$ cat config.mk
export PLATFORM = sky130hd
export DESIGN_NAME = canwl_front
export DESIGN_NICKNAME = d
export VERILOG_FILES = /design/src/hw/rtl/canwl_pkg.sv /design/src/hw/rtl/canwl_front.sv
export SDC_FILE = /design/constraint.sdc
export NUM_CORES = 1
export LEC_CHECK = 0
export ABC_AREA = 1
export BUFFER_PORTS_ARGS = -buffer_cell sky130_fd_sc_hd__clkbuf_2
export CAP_MARGIN = 30
export CORE_UTILIZATION = 53
export CTS_CLUSTER_SIZE = 25
export DETAILED_ROUTE_END_ITERATION = 12
export PLACE_DENSITY = 0.79
export SLEW_MARGIN = 20
export SYNTH_ARGS = -nofsm -noshare
export SYNTH_HDL_FRONTEND = slang
export SYNTH_SLANG_ARGS = --single-unit
export TNS_END_PERCENT = 10
$ cat constraint.sdc
create_clock -name clk_i -period 6.6 [get_ports clk_i]
set_input_delay 1.32 -clock clk_i [delete_from_list [all_inputs] [get_ports clk_i]]
set_output_delay 1.32 -clock clk_i [all_outputs]
set_load 0.05 [all_outputs]
$ cat src/hw/rtl/canwl_pkg.sv
// Shared types, constants and helpers for the CAN identifier filter and rate limiter.
package canwl_pkg;

  localparam int unsigned IdSpace = 2048;
  localparam int unsigned IdW     = 11;
  localparam int unsigned LenW    = 4;
  localparam int unsigned DataW   = 64;
  localparam int unsigned TimeW   = 32;
  localparam int unsigned IntW    = 16;
  localparam int unsigned CfgIdxW = 1;

  localparam logic [IntW-1:0] MinIntervalRst = 16'd200;
  localparam logic            FwdEnableRst   = 1'b1;
  localparam logic [LenW-1:0] MaxLen         = 4'd8;

  typedef enum logic [0:0] {
    KIND_FRAME = 1'b0,
    KIND_TABLE = 1'b1
  } kind_e;

  typedef enum logic [2:0] {
    VERD_FWD      = 3'd0,
    VERD_DENY     = 3'd1,
    VERD_RATE     = 3'd2,
    VERD_TABLE    = 3'd3,
    VERD_DISABLED = 3'd4
  } verdict_e;

  typedef enum logic [CfgIdxW-1:0] {
    CFG_MIN_INTERVAL = 1'b0,
    CFG_FWD_ENABLE   = 1'b1
  } cfg_idx_e;

  typedef struct packed {
    kind_e            kind;
    logic [IdW-1:0]   id;
    logic [LenW-1:0]  len;
    logic [DataW-1:0] data;
    logic [TimeW-1:0] now;
    logic             allow;
    logic             prio;
  } item_t;

  typedef struct packed {
    logic [IntW-1:0] min_interval;
    logic            fwd_enable;
  } cfg_t;

  function automatic logic is_prio(logic [IdW-1:0] id);
    logic hit;
    hit = 1'b0;
    case (id)
      11'h257, 11'h266, 11'h2E5, 11'h33A,
      11'h292, 11'h311, 11'h3F5, 11'h249: hit = 1'b1;
      default: hit = 1'b0;
    endcase
    return hit;
  endfunction

  // len is already clamped to eight
  function automatic logic [DataW-1:0] byte_mask(logic [LenW-1:0] len);
    logic [DataW-1:0] mask;
    mask = '0;
    for (int b = 0; b < DataW / 8; b++) begin
      mask[8*b +: 8] = (len > LenW'(b)) ? 8'hFF : 8'h00;
    end
    return mask;
  endfunction

endpackage

$ cat src/hw/rtl/canwl_front.sv
// Front end: accepts items, classifies them and queues them for the back end.
module canwl_front (
  input  logic                        clk_i,
  input  logic                        rst_ni,
  input  logic                        in_valid_i,
  output logic                        in_ready_o,
  input  logic                        kind_i,
  input  logic [canwl_pkg::IdW-1:0]   frame_id_i,
  input  logic [canwl_pkg::LenW-1:0]  length_code_i,
  input  logic [canwl_pkg::DataW-1:0] payload_i,
  input  logic [canwl_pkg::TimeW-1:0] now_ms_i,
  input  logic                        allow_bit_i,
  input  logic                        busy_i,
  output logic                        q_valid_o,
  output canwl_pkg::item_t            q_item_o,
  input  logic                        q_pop_i
);
  import canwl_pkg::*;

  item_t       fifo_q [2];
  logic        wr_ptr_q, wr_ptr_d;
  logic        rd_ptr_q, rd_ptr_d;
  logic [1:0]  count_q, count_d;
  item_t       cls;
  logic [LenW-1:0] len_c;
  logic        push;

  always_comb begin
    len_c     = (length_code_i > MaxLen) ? MaxLen : length_code_i;
    cls.kind  = kind_e'(kind_i);
    cls.id    = frame_id_i;
    cls.len   = len_c;
    cls.data  = payload_i & byte_mask(len_c);
    cls.now   = now_ms_i;
    cls.allow = allow_bit_i;
    cls.prio  = is_prio(frame_id_i);
  end

  assign in_ready_o = (count_q != 2'd2) && !busy_i;
  assign push       = in_valid_i && in_ready_o;
  assign q_valid_o  = (count_q != 2'd0);
  assign q_item_o   = fifo_q[rd_ptr_q];

  always_comb begin
    wr_ptr_d = push ? ~wr_ptr_q : wr_ptr_q;
    rd_ptr_d = q_pop_i ? ~rd_ptr_q : rd_ptr_q;
    count_d  = count_q;
    if (push && !q_pop_i) begin
      count_d = count_q + 2'd1;
    end else if (!push && q_pop_i) begin
      count_d = count_q - 2'd1;
    end
  end

  always_ff @(posedge clk_i or negedge rst_ni) begin
    if (!rst_ni) begin
      wr_ptr_q <= 1'b0;
      rd_ptr_q <= 1'b0;
      count_q  <= 2'd0;
    end else begin
      wr_ptr_q <= wr_ptr_d;
      rd_ptr_q <= rd_ptr_d;
      count_q  <= count_d;
    end
  end

  always_ff @(posedge clk_i) begin
    if (push) begin
      fifo_q[wr_ptr_q] <= cls;
    end
  end

endmodule

==> metrics.md <==
| Metric | Value |
|---|---|
| Status | completed |
| Clk_lat worst skew | 0.51 ns |
| Clk root buf | clkbuf_16 |
| Simple-gate share of the synthesized area | 0.0533 |
| Gp weighted congestion | 0.810 |
| Final hold vios | 0 |
| Post-synthesis net count | 701 |
| #FFs+latches synth | 232 |
| Mapped cell area | 9440 µm² |
| Reg clk slew, reported paths | 0.06 ns |
| FP Rows | 48 |
| Pre-Repair DR Iteration Count | 4 |
| Final setup fails | 0 |
| Mux contribution to synthesized area | 0.156 |
| Rel. slew slack | 0.453 |
| Clock skew | 0.0175 ns |
| Global Route Usage Sum | 0.194 |
| Initial DRC count | 297 |
| Post-synth cell types | 23 |
| Num CTS Buffers | 23 |
| Setup Crit Path Kind | reg -> out |
| Initial Util | 0.544 |
| H-tree depth | 1 |
| Setup bufs post-CTS | 0 |
| P per Cell Area | 445 nW/µm² |
| Clock Sink Count | 232 |
| Routed WL per cell | 16.7 µm |
| Slew @ Worst Pin | 0.817 ns |
| Final period util | 0.606 |
| Max rail drop VDD | 0.278 mV |
| Vias per cell | 5.01 |
| Vias in the first global route | 5248 |
| Synth Area in Compound Gates | 0.00358 |
| Die width | 135 µm |
| Ranking of synthesized cells by area | edfxtp_1 73%, mux2_4 8.0%, mux2_2 7.6%, inv_1 3.2%, nor2_1 2.9% |
| Port bufs | 233 |
| Vias post-DR | 5359 |
| Largest family of logic cells by synthesized area | multiplexers |
| CTS Hold Buffers Added | 0 |
| IO Count | 234 |
| Drt drc | 0 |
| WHS | 0.476 ns |
| Hold WC Path Type | reg -> reg |
| Largest net degree at the start of global routing | 59 |
| Synth warn | 0 |
| CTS max path bufs | 3 |
| Final ANT Viol Nets | 0 |
| Worst-path maximum fanout | 41 |
| Cts repair resizes | 0 |
| Final slew viol count | 0 |
| Dpl hpwl | 12300 µm |
| Largest stage delay on the critical path | 0.78 ns |
| Critical Path AT | 2.68 ns |
| Nets | 948 |
| Core area | 17400 µm² |
| Antenna Cells | 0 |
| CP startpoint kind | flip-flop |
| Die Y-Extent | 135 µm |
| Leak pwr | 4.92 nW |
| Power, Total | 5.13 mW |
| Xor-xnor portion of the synthesized cell area | 0.00371 |
| RSZ-0062 raised after global routing | false |
| Worst path required time | 5.28 ns |
| Initial antenna violation count | 0 |
| Layout cells sized above 1 | 0.466 |
| Gate count of the mapped netlist | 582 |
| Fmax | 250 MHz |
| Max_cap viols | 0 |
| Post-synth top area cell | edfxtp_1 |
| CP Cell Sequence | buf_4 -> mux2_2 -> clkbuf_2 |
| Crit end category | primary output |
| First-pass GRT wire length | 26900 µm |
| Routed Wire Length | 17900 µm |
| Synth top area share | 0.726 |
| Post-synthesis adder-cell area fraction | 0.00133 |
| Syn_area_per_cell | 16.2 µm² |
| CP max-delay cell | dfrtp_4 |
| Total grt overflow | 0 |
| CTS tree | built |
| Tmin final | 4.00 ns |
| Post-synthesis sequential area ratio | 0.736 |
| Synthesis-to-layout area growth | 22.2% |
| Die area | 18300 µm² |
[where the power goes]
group | total (mW) | internal [mW] | switching [mW]
Sequential | 1.94 | 1.84 | 0.0956
Clock | 1.23 | 0.716 | 0.513
Combinational | 1.96 | 0.582 | 1.38
[cell usage after synthesis]
cell type	instances
a21boi_0	1
nor2_4	1
buf_2	8
xor2_1	3
nand2_1	42
a21oi_1	3
inv_1	80
xnor2_1	1
nor3_2	1
o21ai_0	1
nor2_1	74
or2_1	1
dfrtp_1	4
inv_2	1
nand3_1	8
a31oi_1	1
mux2_4	50
ha_1	1
buf_6	7
buf_4	1
edfxtp_1	228
clkbuf_1	1
mux2_2	64
[per-layer routing]
layer  up-vias  GRT usage  wire length [µm]
met4         0     0.0749               487
met3        34     0.0385              1060
met5         -          0                 0
li1       2538          -                 -
met1      2610      0.237              7060
met2       177      0.340              9280
[layout by cell type (no fill, tap or decap), drive strengths merged, types with 2 or more instances in the layout]
cell | Yosys | final
edfxtp | 228 | 228
mux2 | 114 | 114
inv | 81 | 82
xor2 | 3 | 3
a21oi | 3 | 3
nand3 | 8 | 8
bufinv | 0 | 2
clkbuf | 1 | 258
buf | 16 | 6
nand2 | 42 | 42
nor2 | 75 | 75
dfrtp | 4 | 4
clkinv | 0 | 13
[layout make-up]
| type | instances | area, µm² |
|---|---|---|
| fillers | 1238 | 5820 |
| clock buffers | 25 | 583 |
| inverters | 81 | 304 |
| well taps | 225 | 282 |
| clock inverters | 16 | 133 |
| multi-input cells | 252 | 2070 |
| repair buffers | 239 | 1210 |
| flip-flops and latches | 232 | 6950 |
[worst paths after layout]
check | startpoint | to | slack, ns | cells after the start
setup / recovery | rd_ptr_q | q_item_o[3] | 2.60 | 3
hold / removal | count_q[0] | count_q[0] | 0.48 | 1
setup reg to reg | count_q[0] | fifo_q[1][62] | 4.59 | 5
hold reg to reg | count_q[0] | count_q[0] | 0.48 | 1
max in group asynchronous | rst_ni | rd_ptr_q | 5.83 | 1
min in group asynchronous | rst_ni | count_q[1] | 0.62 | 1
[worst max-delay path: cells and delay by family (launching register included)]
kind	cells	cell delay (ns)
multiplexers	1	0.41
flip-flops	1	0.78
buffers and inverters	2	0.92
[cell families after synthesis]
group,Yosys count
xor gates and xnor gates,4
muxes,114
and+or+nand+nor,127
adders and majority gates,1
buffers and inverters,98
AOI/OAI and AO/OA,6
DFF,232
[per-stage QoR]
step	TNS, ns	cells	setup slack, ns	utilization	instance area (µm²)
finish	0	1070	2.60	0.665	11500
global route	0	1070	2.49	0.665	11500
CTS	0	1070	2.56	0.665	11500
detailed placement	0	1029	3.11	0.623	10800
global placement	0	1029	3.15	0.623	10800
floorplan	-272.34	582	-1.19	-	9440
[state kept, by name, summed over array words and instances, names as in the netlist]
signal and flops:
rd_ptr_q 1, wr_ptr_q 1, count_q 2, fifo_q 228
(Power assumes the default switching activity.)
